File: src/design/i64alu_pkg.sv
// ----------------------------------------------------------------------------
// i64alu_pkg
// Types and constants shared by the 64-bit integer ALU pipeline.
// ----------------------------------------------------------------------------
`default_nettype none

package i64alu_pkg;

  localparam int unsigned XLEN     = 64;
  localparam int unsigned HLEN     = 32;
  localparam int unsigned FUNC_W   = 5;
  localparam int unsigned SHAMT_W  = 6;
  localparam int unsigned STATUS_W = 2;

  typedef enum logic [FUNC_W-1:0] {
    FN_NEG     = 5'd0,
    FN_NOT     = 5'd1,
    FN_INC     = 5'd2,
    FN_DEC     = 5'd3,
    FN_ADD     = 5'd4,
    FN_SUB     = 5'd5,
    FN_MUL     = 5'd6,
    FN_SDIV    = 5'd7,
    FN_SMOD    = 5'd8,
    FN_UDIV    = 5'd9,
    FN_UMOD    = 5'd10,
    FN_UDIV32  = 5'd11,
    FN_UMOD32  = 5'd12,
    FN_AND     = 5'd13,
    FN_OR      = 5'd14,
    FN_XOR     = 5'd15,
    FN_SLL     = 5'd16,
    FN_SRL     = 5'd17,
    FN_SRA     = 5'd18,
    FN_SCMP    = 5'd19,
    FN_UCMP    = 5'd20,
    FN_TRUNC32 = 5'd21,
    FN_ZEXT32  = 5'd22,
    FN_SEXT32  = 5'd23
  } func_e;

  typedef enum logic [STATUS_W-1:0] {
    ST_OK       = 2'd0,
    ST_DIV_ZERO = 2'd1,
    ST_OVERFLOW = 2'd2
  } status_e;

  localparam logic [XLEN-1:0] SIGN_BIT = {1'b1, {(XLEN-1){1'b0}}};

  // Control and early result carried alongside the divider stages
  typedef struct packed {
    logic [FUNC_W-1:0] func;
    logic              neg_q;
    logic              neg_r;
    status_e           status;
    logic [XLEN-1:0]   res;
  } ctl_t;

endpackage

`default_nettype wire

File: src/design/i64alu_div_step.sv
// ----------------------------------------------------------------------------
// i64alu_div_step
// One restoring division step: shift in a dividend bit, trial subtract.
// ----------------------------------------------------------------------------
`default_nettype none

module i64alu_div_step (
  input  wire logic [i64alu_pkg::XLEN-1:0] rem_i,
  input  wire logic [i64alu_pkg::XLEN-1:0] quo_i,
  input  wire logic [i64alu_pkg::XLEN-1:0] dvs_i,
  output logic      [i64alu_pkg::XLEN-1:0] rem_o,
  output logic      [i64alu_pkg::XLEN-1:0] quo_o
);
  import i64alu_pkg::*;

  logic [XLEN:0] trial;
  logic [XLEN:0] diff;

  assign trial = {rem_i, quo_i[XLEN-1]};
  assign diff  = trial - {1'b0, dvs_i};

  always_comb begin
    if (!diff[XLEN]) begin
      rem_o = diff[XLEN-1:0];
      quo_o = {quo_i[XLEN-2:0], 1'b1};
    end else begin
      rem_o = trial[XLEN-1:0];
      quo_o = {quo_i[XLEN-2:0], 1'b0};
    end
  end

endmodule

`default_nettype wire
File: config.mk
export PLATFORM = sky130hd
export DESIGN_NAME = i64alu_div_step
export DESIGN_NICKNAME = d
export VERILOG_FILES = /design/src/design/i64alu_pkg.sv /design/src/design/i64alu_div_step.sv
export SDC_FILE = /design/constraint.sdc
export NUM_CORES = 1
export LEC_CHECK = 0
export ABC_CLOCK_PERIOD_IN_PS = 5650
export BUFFER_PORTS_ARGS = -buffer_cell sky130_fd_sc_hd__buf_4
export CAP_MARGIN = 5
export CORE_AREA = 2 2 125 127
export DETAILED_ROUTE_END_ITERATION = 12
export DIE_AREA = 0 0 127 129
export PLACE_DENSITY = 0.7
export SETUP_SLACK_MARGIN = 0.5
export SLEW_MARGIN = 0
export SYNTH_ARGS = -nofsm -noshare
export SYNTH_HDL_FRONTEND = slang
export SYNTH_SLANG_ARGS = --single-unit
File: constraint.sdc
create_clock -name vclk -period 5.65
set_input_delay 0 -clock vclk [all_inputs]
set_output_delay 0 -clock vclk [all_outputs]
set_load 0.02 [all_outputs]
# Yosys cells after proc, flatten, opt, wreduce, memory -nomap -nowiden
# Index checks and enable logic that the tools add are counted.
# totals
out_inout_bits	128
register_bits	0
elab_cells	3
# classes
n_mux	2
addsub	1
# ops
cell	n
$sub A65 B64 Y65	1
$mux W64	1
$mux W1	1

# Longest topological paths before layout
# Gate-level depths: netlist of the first run.
# depth
ltp_word	2
depth_mapped	15
depth_no_buf	14

# Worst setup path before layout of the first run
# Ideal clock, no wire load.
# synth_path
path_type	input -> output
start	in quo_i[63] in the netlist's numbering
end	out rem_o[54] in the netlist's numbering
slack_ps	2722
required_ps	5650
cell_stages	15
t_arrival_ps	2928
path_cell_list	inv_1 ha_1 fa_1 and2b_1 o211ai_1 a31o_1 o21ai_2 a41oi_2 a211o_1 a21oi_2 nor3_1 nor3_4 inv_2 buf_6 mux2_4
# synth_via
elab_chain_len	2
# synth_lines
element	line	rtl
start, declared	i64alu_div_step.sv:9	input wire logic [i64alu_pkg::XLEN-1:0] quo_i,
$sub A65 B64 Y65	i64alu_div_step.sv:20	assign diff = trial - {1'b0, dvs_i};
$mux W64	i64alu_div_step.sv:23	if (!diff[XLEN]) begin
end, declared	i64alu_div_step.sv:11	output logic [i64alu_pkg::XLEN-1:0] rem_o,
# Every way passes these cells.

# Worst setup path after layout of the first run
# layout_path
start	in quo_i[63] in the netlist's numbering
end	out rem_o[23] in the netlist's numbering
# The elaborated chain is that of the path after synthesis.

==> metrics.yaml, run 1 <==
die:
  design.core.area_mm2: 0.0150
  effective_utilization_at_floorplan_pct: 37.7
  num_rows: 45
  die_width_um: 127
  die_area_mm2: 0.0164
  number_of_top_level_pins: 320
  die_height_um: 129
finish:
  layout.nets: 1138
  drive_above_1_share_pct: 30.6
  design.seq.count: 0
  antennaDiodeCount: 0
  clkbuf_count: 0
  layout.filler_cells: 1583
  finish.cell_count_without_fillers: 1067
  layout.area.seq_um2: 0
  p_r_area_growth_vs_syn_pct: 18.2
timing:
  final_min_period_over_clock_period_pct: 78.7
  setup_repair_after_global_routing_missed_its_margin: "false"
  final.min_clock_period_ns: 4.45
  drv_slew: 0
  finalHoldViolations: 0
  setup_viol: 0
  timing.fmax_mhz: 225
  hold-worst-slack_ns: 0.00000777
  timing.final.ws_setup_ns: 1.20
  worstMarginPinSlew_ns: 0.850
  setup_tns_ns: 0
  max_slew_margin_pct: 43.4
clock_tree:
  post_cts_setup_repair_bufs: 0
  cts_repair_resize_count: 0
  postCtsHoldBufs: 0
grt:
  vias_in_the_first_global_route: 5454
  initial_antenna_violation_count: 0
  grtUsageTotal_pct: 19.2
  grt_start_max_net_pins: 36
  grt_pass1_wl_mm: 26.4
  grt_overflow: 0
run_status:
  outcome: "completed"
yosys:
  synthesized_netlist_net_count: 1042
  avgSynthCellArea_um2: 7.19
  yosysTopAreaCellShare_pct: 15.7
  yosys_warnings: 0
  synth.lib_cells_used.distinct: 62
  seq_area_frac_synth_pct: 0
  yosys.area.top_type: "sky130_fd_sc_hd__mux2_4"
  postSynthCellCount: 785
  syn-cell-area_mm2: 0.00564
  synth_top_cells_by_count: "sky130_fd_sc_hd__a21oi_1, sky130_fd_sc_hd__inv_1, sky130_fd_sc_hd__ha_1"
  synth_top_cells_by_area: "sky130_fd_sc_hd__mux2_4, sky130_fd_sc_hd__ha_1, sky130_fd_sc_hd__buf_4, sky130_fd_sc_hd__a21oi_1, sky130_fd_sc_hd__inv_1"
worst_setup_path:
  timing.critical_path.required_ns: 5.65
  crit_path_start_kind: "input pin"
  critical_path_peak_fanout: 35
  critical_path_class: "input pin to output pin"
  crit_path_end_kind: "output pin"
  arrival_ns: 4.45
pwr:
  p_per_area_mw_per_mm2: 165
  max-vdd-ir-drop_v: 0.000110
  power.leakage_nw: 3.47
drt:
  via_count: 5789
  detail_route.wirelength_mm: 17.0
  detail_route.drc_violations: 0
  drt_pass1_iterations: 5
  drt-vias-per-instance: 5.43
  wl_per_cell_um: 15.9
  dr.first_iter.drc_count: 403
  route.antenna.remaining_nets: 0
place:
  post-place-ws_ns: 1.22
  io_buffers: 194
  dp.cells: 1067
  dp_hpwl_mm: 14.8
  gpl.final_weighted_congestion: 0.895
flow_run:
  cap_viol_max_count: 0
worst_hold_path:
  timing.hold.worst.class: "input pin to output pin"
-- where the power goes --
part / switching, mW / leakage, nW / internal, mW
Sequential: 0 / 0 / 0
Combinational: 0.571 / 3.47 / 0.528
Clock: 0 / 0 / 0
-- critical path, stage by stage --
cell                       delay, ns
sky130_fd_sc_hd__buf_4          0.08
sky130_fd_sc_hd__inv_1          0.04
sky130_fd_sc_hd__ha_1           0.21
sky130_fd_sc_hd__fa_1           0.40
sky130_fd_sc_hd__and2b_1        0.23
sky130_fd_sc_hd__o211ai_1       0.12
sky130_fd_sc_hd__a31o_1         0.27
sky130_fd_sc_hd__o21ai_2        0.17
sky130_fd_sc_hd__a41oi_2        0.18
sky130_fd_sc_hd__a211o_1        0.34
sky130_fd_sc_hd__a21oi_2        0.17
sky130_fd_sc_hd__nor3_1         0.09
sky130_fd_sc_hd__nor3_4         0.29
sky130_fd_sc_hd__clkinv_2       0.70
sky130_fd_sc_hd__buf_4          0.57
sky130_fd_sc_hd__mux2_4         0.36
sky130_fd_sc_hd__buf_4          0.16
-- cell usage in the layout (no fill, tap or decap), types with 8 or more instances in the layout --
master	instances
sky130_fd_sc_hd__nand4_1	18
sky130_fd_sc_hd__nand3_1	16
sky130_fd_sc_hd__ha_1	64
sky130_fd_sc_hd__a31oi_1	12
sky130_fd_sc_hd__o21bai_1	9
sky130_fd_sc_hd__nor2_1	32
sky130_fd_sc_hd__a21o_1	29
sky130_fd_sc_hd__inv_1	84
sky130_fd_sc_hd__buf_4	196
sky130_fd_sc_hd__o211ai_1	8
sky130_fd_sc_hd__o21ai_0	40
sky130_fd_sc_hd__xnor2_1	36
sky130_fd_sc_hd__a21oi_1	84
sky130_fd_sc_hd__nand2_1	56
sky130_fd_sc_hd__and3_1	10
sky130_fd_sc_hd__nor3_1	14
sky130_fd_sc_hd__xor2_1	24
sky130_fd_sc_hd__mux2_4	59
sky130_fd_sc_hd__a211oi_1	11
-- cells by family (layout without fill, tap and decap cells) --
logic type                 count (synthesis)  after routing  share of synthesized area [%]
muxes                                     65             65                           16.8
AOI/OAI and AO/OA                        234            234                           26.3
buffers and inverters                    187            281                           17.7
and+or+nand+nor                          174            174                           15.3
adders and majority gates                 65             65                           14.5
xor gates and xnor gates                  60             60                           9.31
-- layout make-up --
class              instances  area (µm²)  share of cell area (%)
well taps                188         235                    3.53
inverters                 85         320                    4.80
repair buffers           196        1470                    22.1
multi-input cells        598        4640                    69.6
-- final timing paths --
check | start | endpoint | slack [ns] | cells after the start
worst min-delay path | quo_i[24] | quo_o[25] | 0.000008 | 0
worst max-delay path | quo_i[63] | rem_o[23] | 1.20 | 17
-- per-layer routing --
layer  share of wire (%)  global-route usage, %  up-vias
li1                    -                      -     2930
met1                  44                   24.9     2605
met2                  47                   33.8      220
met3                 6.6                   2.49       34
met4                 2.4                   4.65        0
met5                   0                      0        -
-- stage by stage --
| step | power (mW) | utilization (%) | area (µm²) |
|---|---|---|---|
| 2_1_floorplan | 0.818 | - | 5640 |
| 3_3_place_gp | 1.09 | 44.5 | 6670 |
| 3_5_place_dp | 1.10 | 44.5 | 6670 |
| 4_1_cts | 1.10 | 44.5 | 6670 |
| 5_1_grt | 1.18 | 44.5 | 6670 |
| 6_report | 1.10 | 44.5 | 6670 |
No activity file was read; power rests on OpenSTA's default activity.
==> run 2: changes to the inputs <==
Settings changed: ABC_AREA set to 1, ABC_CLOCK_PERIOD_IN_PS 5650 to 4300, CORE_AREA 2 2 125 127 to unset, CORE_MARGIN set to 1.5, CORE_UTILIZATION set to 52, DIE_AREA 0 0 127 129 to unset, PLACE_DENSITY 0.7 to 0.86.
Clock period 5.65 ns to 4.3 ns, I/O delays scaled along.
==> run 2 against run 1 <==
Effect of this change:
- sequential share of layout area stayed put
- final cell count up 85%
- non-clock buffer count is 1 lower
- clock-buffer cell count unchanged
- via count grew 66%
- critical path depth rose by 4
- cell area up 32%
- largest cell class unchanged
- hold slack hardly changed
- worst setup slack improved by 0.077 ns
- combinational power is 35% higher
==> metrics.yaml, run 2 <==
yosys:
  post-synth-top-count-cell: "sky130_fd_sc_hd__nand2_1"
  synthesized_netlist_net_count: 1924
  yosysTopAreaCellShare_pct: 38.4
  synth_top_cells_by_count: "sky130_fd_sc_hd__nand2_1, sky130_fd_sc_hd__inv_1, sky130_fd_sc_hd__nor2_1"
  synth_top_cells_by_area: "sky130_fd_sc_hd__nand2_1, sky130_fd_sc_hd__inv_1, sky130_fd_sc_hd__ha_1, sky130_fd_sc_hd__buf_4, sky130_fd_sc_hd__nor2_1"
  syn-cell-area_mm2: 0.00770
  postSynthCellCount: 1667
  synth.lib_cells_used.distinct: 30
  avgSynthCellArea_um2: 4.62
  yosys_warnings: 0
  seq_area_frac_synth_pct: 0
  yosys.area.top_type: "sky130_fd_sc_hd__nand2_1"
pwr:
  power_frac_clock_pct: 0
  power.leakage_nw: 6.24
  part_of_the_power_in_combinational_logic_pct: 100.0
  switching_share_pct: 63.5
  power.switching_mw: 0.946
  sequentialPowerShare_pct: 0
  p_per_area_mw_per_mm2: 170
  max-vdd-ir-drop_v: 0.000107
  power.internal_mw: 0.544
die:
  die_area_mm2: 0.0155
  effective_utilization_at_floorplan_pct: 53.2
  design.core.area_mm2: 0.0145
  die_height_um: 125
  number_of_top_level_pins: 320
  num_rows: 44
  die_width_um: 125
worst_setup_path:
  critical_path_class: "input pin to output pin"
  crit_path_end_kind: "output pin"
  critical_path_peak_fanout: 33
  capturing_instance_or_port_of_the_critical_path: "rem_o[0]"
  critical-path-top-cell-by-count: "sky130_fd_sc_hd__nand2_2"
  timing.critical_path.required_ns: 4.30
  arrival_ns: 3.02
  cpMaxStageDelayCell: "sky130_fd_sc_hd__nand2_2"
  cp_cell_sequence: "buf_4, inv_1, ha_1, fa_1, inv_1, nand2_1, nand2_1, nand3_1, nand2_2, nand2_1, nand2_2, nand2_1, nand2_2, nand2_2, nand2_2, nand2_2, nand2_2, buf_12, nand2_1, nand2_1, buf_4"
  crit_path_start_kind: "input pin"
  setup.worst_path.start: "quo_i[63]"
  cpPeakStageDelay_ns: 0.63
timing:
  max_slew_margin_pct: 41.5
  setup_tns_ns: 0
  final.min_clock_period_ns: 3.02
  worstMarginPinSlew_ns: 0.875
  setup_viol: 0
  hold-worst-slack_ns: 0.00000698
  drv_slew: 0
  timing.fmax_mhz: 331
  setup_repair_after_global_routing_missed_its_margin: "false"
  finalHoldViolations: 0
  timing.final.ws_setup_ns: 1.28
  final_min_period_over_clock_period_pct: 70.2
drt:
  detail_route.wirelength_mm: 28.3
  via_count: 9624
  drt-vias-per-instance: 4.89
  detail_route.drc_violations: 0
  drt_pass1_iterations: 5
  wl_per_cell_um: 14.3
  dr.first_iter.drc_count: 737
  route.antenna.remaining_nets: 0
finish:
  drive_above_1_share_pct: 13.4
  layout_common_cells: "sky130_fd_sc_hd__nand2_1, sky130_fd_sc_hd__inv_1, sky130_fd_sc_hd__buf_4"
  clkbuf_count: 0
  p_r_area_growth_vs_syn_pct: 14.2
  antennaDiodeCount: 0
  layout.nets: 2045
  design.seq.count: 0
  multi_input_comb_area_mm2: 0.00561
  finalCoreUtilization_pct: 60.7
  layout.area.seq_um2: 0
  most_common_cell_after_layout_fill_and_taps_aside: "sky130_fd_sc_hd__nand2_1"
  layout.filler_cells: 1575
place:
  dp_hpwl_mm: 25.2
  post-place-ws_ns: 1.32
  io_buffers: 194
  gpl.final_weighted_congestion: 1.02
clock_tree:
  cts_repair_resize_count: 0
  postCtsHoldBufs: 0
  post_cts_setup_repair_bufs: 0
grt:
  grt_overflow: 0
  grt_start_max_net_pins: 65
  grt_pass1_wl_mm: 44.3
  vias_in_the_first_global_route: 8867
  initial_antenna_violation_count: 0
  grtUsageTotal_pct: 35.2
run_status:
  outcome: "completed"
flow_run:
  cap_viol_max_count: 0
worst_hold_path:
  timing.hold.worst.class: "input pin to output pin"
-- run 2: how the worst min path moves through the flow --
stage	end	slack, ns	startpoint	cells past startpoint
floorplan	quo_o[10]	0.11	quo_i[9]	1
finish	quo_o[23]	0.000007	quo_i[22]	0
detailed placement	quo_o[12]	0.0001	quo_i[11]	0
CTS	quo_o[12]	0.0001	quo_i[11]	0
global route	quo_o[4]	0.00003	quo_i[3]	0
global placement	quo_o[12]	0.0001	quo_i[11]	0
-- run 2: layout make-up --
type	count	area share (%)
Multi-Input combinational cell	1198	63.8
Timing Repair Buffer	195	16.8
Inverter	393	16.8
Tap cell	184	2.62
-- run 2: critical path: cells and delay by family --
kind	cells	cell delay, ns
fa+ha+maj	2	0.65
simple gates	14	1.66
buf+inv	5	0.68
-- run 2: kinds of logic after synthesis --
logic type	after synthesis	share of synthesized area, %
and+or+nand+nor	1037	54.2
buffers and inverters	469	27.1
AOI/OAI and AO/OA	65	4.49
adders and majority gates	65	10.7
xor gates and xnor gates	31	3.53
-- run 2: per-layer routing --
layer	vias to the layer above	global-route usage, %	wire, µm
met1	4134	43.0	12000
met4	0	13.7	1250
met2	366	63.2	13300
met3	63	3.48	1710
li1	5061	-	-
met5	-	0	0
-- run 2: metrics by stage --
| step | instances | total power, mW | cell area (µm²) |
|---|---|---|---|
| 4_1_cts | 1970 | 1.48 | 8790 |
| 3_5_place_dp | 1970 | 1.47 | 8790 |
| 6_report | 1970 | 1.49 | 8790 |
| 2_1_floorplan | 1667 | 1.05 | 7700 |
| 5_1_grt | 1970 | 1.64 | 8790 |
| 3_3_place_gp | 1970 | 1.45 | 8790 |
-- run 2: power by group through the flow --
stage	clock (mW)	sequential, mW	combinational [mW]
after floorplan	0	0	1.05
after CTS	0	0	1.48
after detailed placement	0	0	1.47
after global routing	0	0	1.64
after global placement	0	0	1.45
final	0	0	1.49
==> run 3: changes to the inputs <==
Settings changed: ABC_CLOCK_PERIOD_IN_PS 4300 to 2700, CORE_UTILIZATION 52 to 47, PLACE_DENSITY 0.86 to 0.82.
Clock period 4.3 ns to 2.7 ns, I/O delays scaled along.
==> run 3 against run 2 <==
Effect of this change:
- wire length grew 14%
- worst setup slack got worse by 0.82 ns
- sequential share of layout area stayed put
- cell area is 19% higher
- global-route usage shrank 2.9 points
- hold slack is essentially flat
- power increased by 100%
- flip-flop and latch count unchanged
- critical path type unchanged
- largest power group unchanged
- highest routed layer unchanged
==> metrics.yaml, run 3 (synthesized netlist as in run 2, its figures left out) <==
grt:
  initial_antenna_violation_count: 0
  grt_overflow: 0
  grt_start_max_net_pins: 34
  grtUsageTotal_pct: 32.3
  grt_pass1_wl_mm: 42.8
  vias_in_the_first_global_route: 8425
timing:
  timing.fmax_mhz: 447
  max_slew_margin_pct: 70.9
  setup_viol: 0
  setup_repair_after_global_routing_missed_its_margin: "true"
  finalHoldViolations: 0
  setup_tns_ns: 0
  drv_slew: 0
  worstMarginPinSlew_ns: 0.437
  final_min_period_over_clock_period_pct: 82.9
  final.min_clock_period_ns: 2.24
drt:
  detail_route.wirelength_mm: 32.3
  drt-vias-per-instance: 5.02
  via_count: 10300
  dr.first_iter.drc_count: 855
  route.antenna.remaining_nets: 0
  drt_pass1_iterations: 5
  wl_per_cell_um: 15.8
  detail_route.drc_violations: 0
worst_setup_path:
  family_with_the_most_delay_on_the_worst_path: "simple AND/OR/NAND/NOR gates"
  critical_path.n_buffers_inverters: 6
  cp_cell_sequence: "buf_4, inv_1, ha_4, nand2_1, nand2_1, nand2_1, nand2_4, inv_1, nand2_2, a21oi_4, nand2_4, nand2_4, nand2_4, nand2_4, nand2_8, buf_12, buf_4, nand2_1, nand2_1, buf_6"
  crit_path_end_kind: "output pin"
  timing.critical_path.required_ns: 2.70
  critical_path_class: "input pin to output pin"
  cpPeakStageDelay_ns: 0.22
  arrival_ns: 2.24
  cpMaxStageDelayCell: "sky130_fd_sc_hd__ha_4"
  critical_path_peak_fanout: 6
  crit_path_start_kind: "input pin"
place:
  dp_hpwl_mm: 25.7
  gpl.final_weighted_congestion: 1.01
  io_buffers: 194
  placed_instance_area_mm2: 0.00900
pwr:
  power_frac_clock_pct: 0
  power.internal_mw: 1.23
  switching_share_pct: 58.9
  max-vdd-ir-drop_v: 0.000184
  sequentialPowerShare_pct: 0
  power.leakage_nw: 6.73
  power.switching_mw: 1.76
  part_of_the_power_in_combinational_logic_pct: 100.0
  p_per_area_mw_per_mm2: 284
finish:
  design.seq.count: 0
  stdcell_area_mm2: 0.0105
  drive_above_1_share_pct: 24.0
  layout.nets: 2090
  clkbuf_count: 0
  antennaDiodeCount: 0
  most_common_cell_after_layout_fill_and_taps_aside: "sky130_fd_sc_hd__nand2_1"
  p_r_area_growth_vs_syn_pct: 36.4
  layout_common_cells: "sky130_fd_sc_hd__nand2_1, sky130_fd_sc_hd__inv_1, sky130_fd_sc_hd__buf_4"
  layout.area.seq_um2: 0
die:
  number_of_top_level_pins: 320
  die_area_mm2: 0.0172
  num_rows: 46
  die_width_um: 131
  die_height_um: 131
  effective_utilization_at_floorplan_pct: 48.3
  design.core.area_mm2: 0.0159
worst_hold_path:
  worst_hold_path.num_cells: 0
  worst_hold_path_startpoint: "quo_i[22]"
  timing.hold.worst.class: "input pin to output pin"
  timing.hold.worst_endpoint: "quo_o[23]"
clock_tree:
  postCtsHoldBufs: 0
flow_run:
  cap_viol_max_count: 0
run_status:
  outcome: "completed"
[run 3: cell count changes in the layout (fill, tap and decap cells not counted), moves of 17 or more]
cell,delta
sky130_fd_sc_hd__nand2_1,-72
sky130_fd_sc_hd__nand2_2,+51
sky130_fd_sc_hd__buf_6,+49
sky130_fd_sc_hd__ha_1,-43
sky130_fd_sc_hd__ha_4,+33
sky130_fd_sc_hd__nand2_4,+19
sky130_fd_sc_hd__buf_4,-17
[run 3: cell type report]
class / instances / area (µm²)
fillers: 1481 / 5440
inverters: 393 / 1480
multi-input cells: 1198 / 6570
well taps: 216 / 270
repair buffers: 240 / 2180
[run 3: metal layers]
metal	GRT usage (%)	vias to the layer above	routed length, µm
li1	-	5167	-
met1	41.4	4511	13100
met2	59.3	507	15600
met3	1.14	88	2150
met4	8.40	0	1430
met5	0	-	0
[run 3: worst max-delay path by stage]
| stage | startpoint | to | slack, ns | cells past startpoint |
|---|---|---|---|---|
| floorplan | quo_i[63] | rem_o[54] | 0.73 | 20 |
| global placement | quo_i[63] | rem_o[23] | 0.22 | 21 |
| detailed placement | quo_i[63] | rem_o[8] | 0.14 | 21 |
| CTS | quo_i[63] | rem_o[28] | 0.48 | 22 |
| global route | dvs_i[53] | rem_o[23] | 0.39 | 15 |
| finish | dvs_i[29] | rem_o[50] | 0.46 | 20 |
[run 3: through the flow]
step | worst slack, ns | std cells | util, % | power [mW] | hold WS, ns
floorplan | 0.729 | 1667 | - | 1.67 | 0.113
global placement | 0.215 | 2019 | 56.4 | 2.38 | 0.000137
detailed placement | 0.141 | 2019 | 56.4 | 2.40 | 0.000137
CTS | 0.480 | 2030 | 57.8 | 2.47 | 0.000137
global route | 0.386 | 2047 | 65.9 | 3.22 | 0.0000292
finish | 0.462 | 2047 | 65.9 | 2.98 | 0.00000562
[run 3: what timing repair did]
action                                 CTS  global route
gates cloned                             0             8
pin swaps                                3            44
setup endpoints to repair               65            65
endpoints found under the hold margin    0             0
setup buffers                           11             9
resized for setup                       34           233
[run 3: power by group through the flow]
stage / combinational [mW] / clock, mW / sequential [mW]
2_1_floorplan: 1.67 / 0 / 0
5_1_grt: 3.22 / 0 / 0
3_3_place_gp: 2.38 / 0 / 0
3_5_place_dp: 2.40 / 0 / 0
4_1_cts: 2.47 / 0 / 0
6_report: 2.98 / 0 / 0
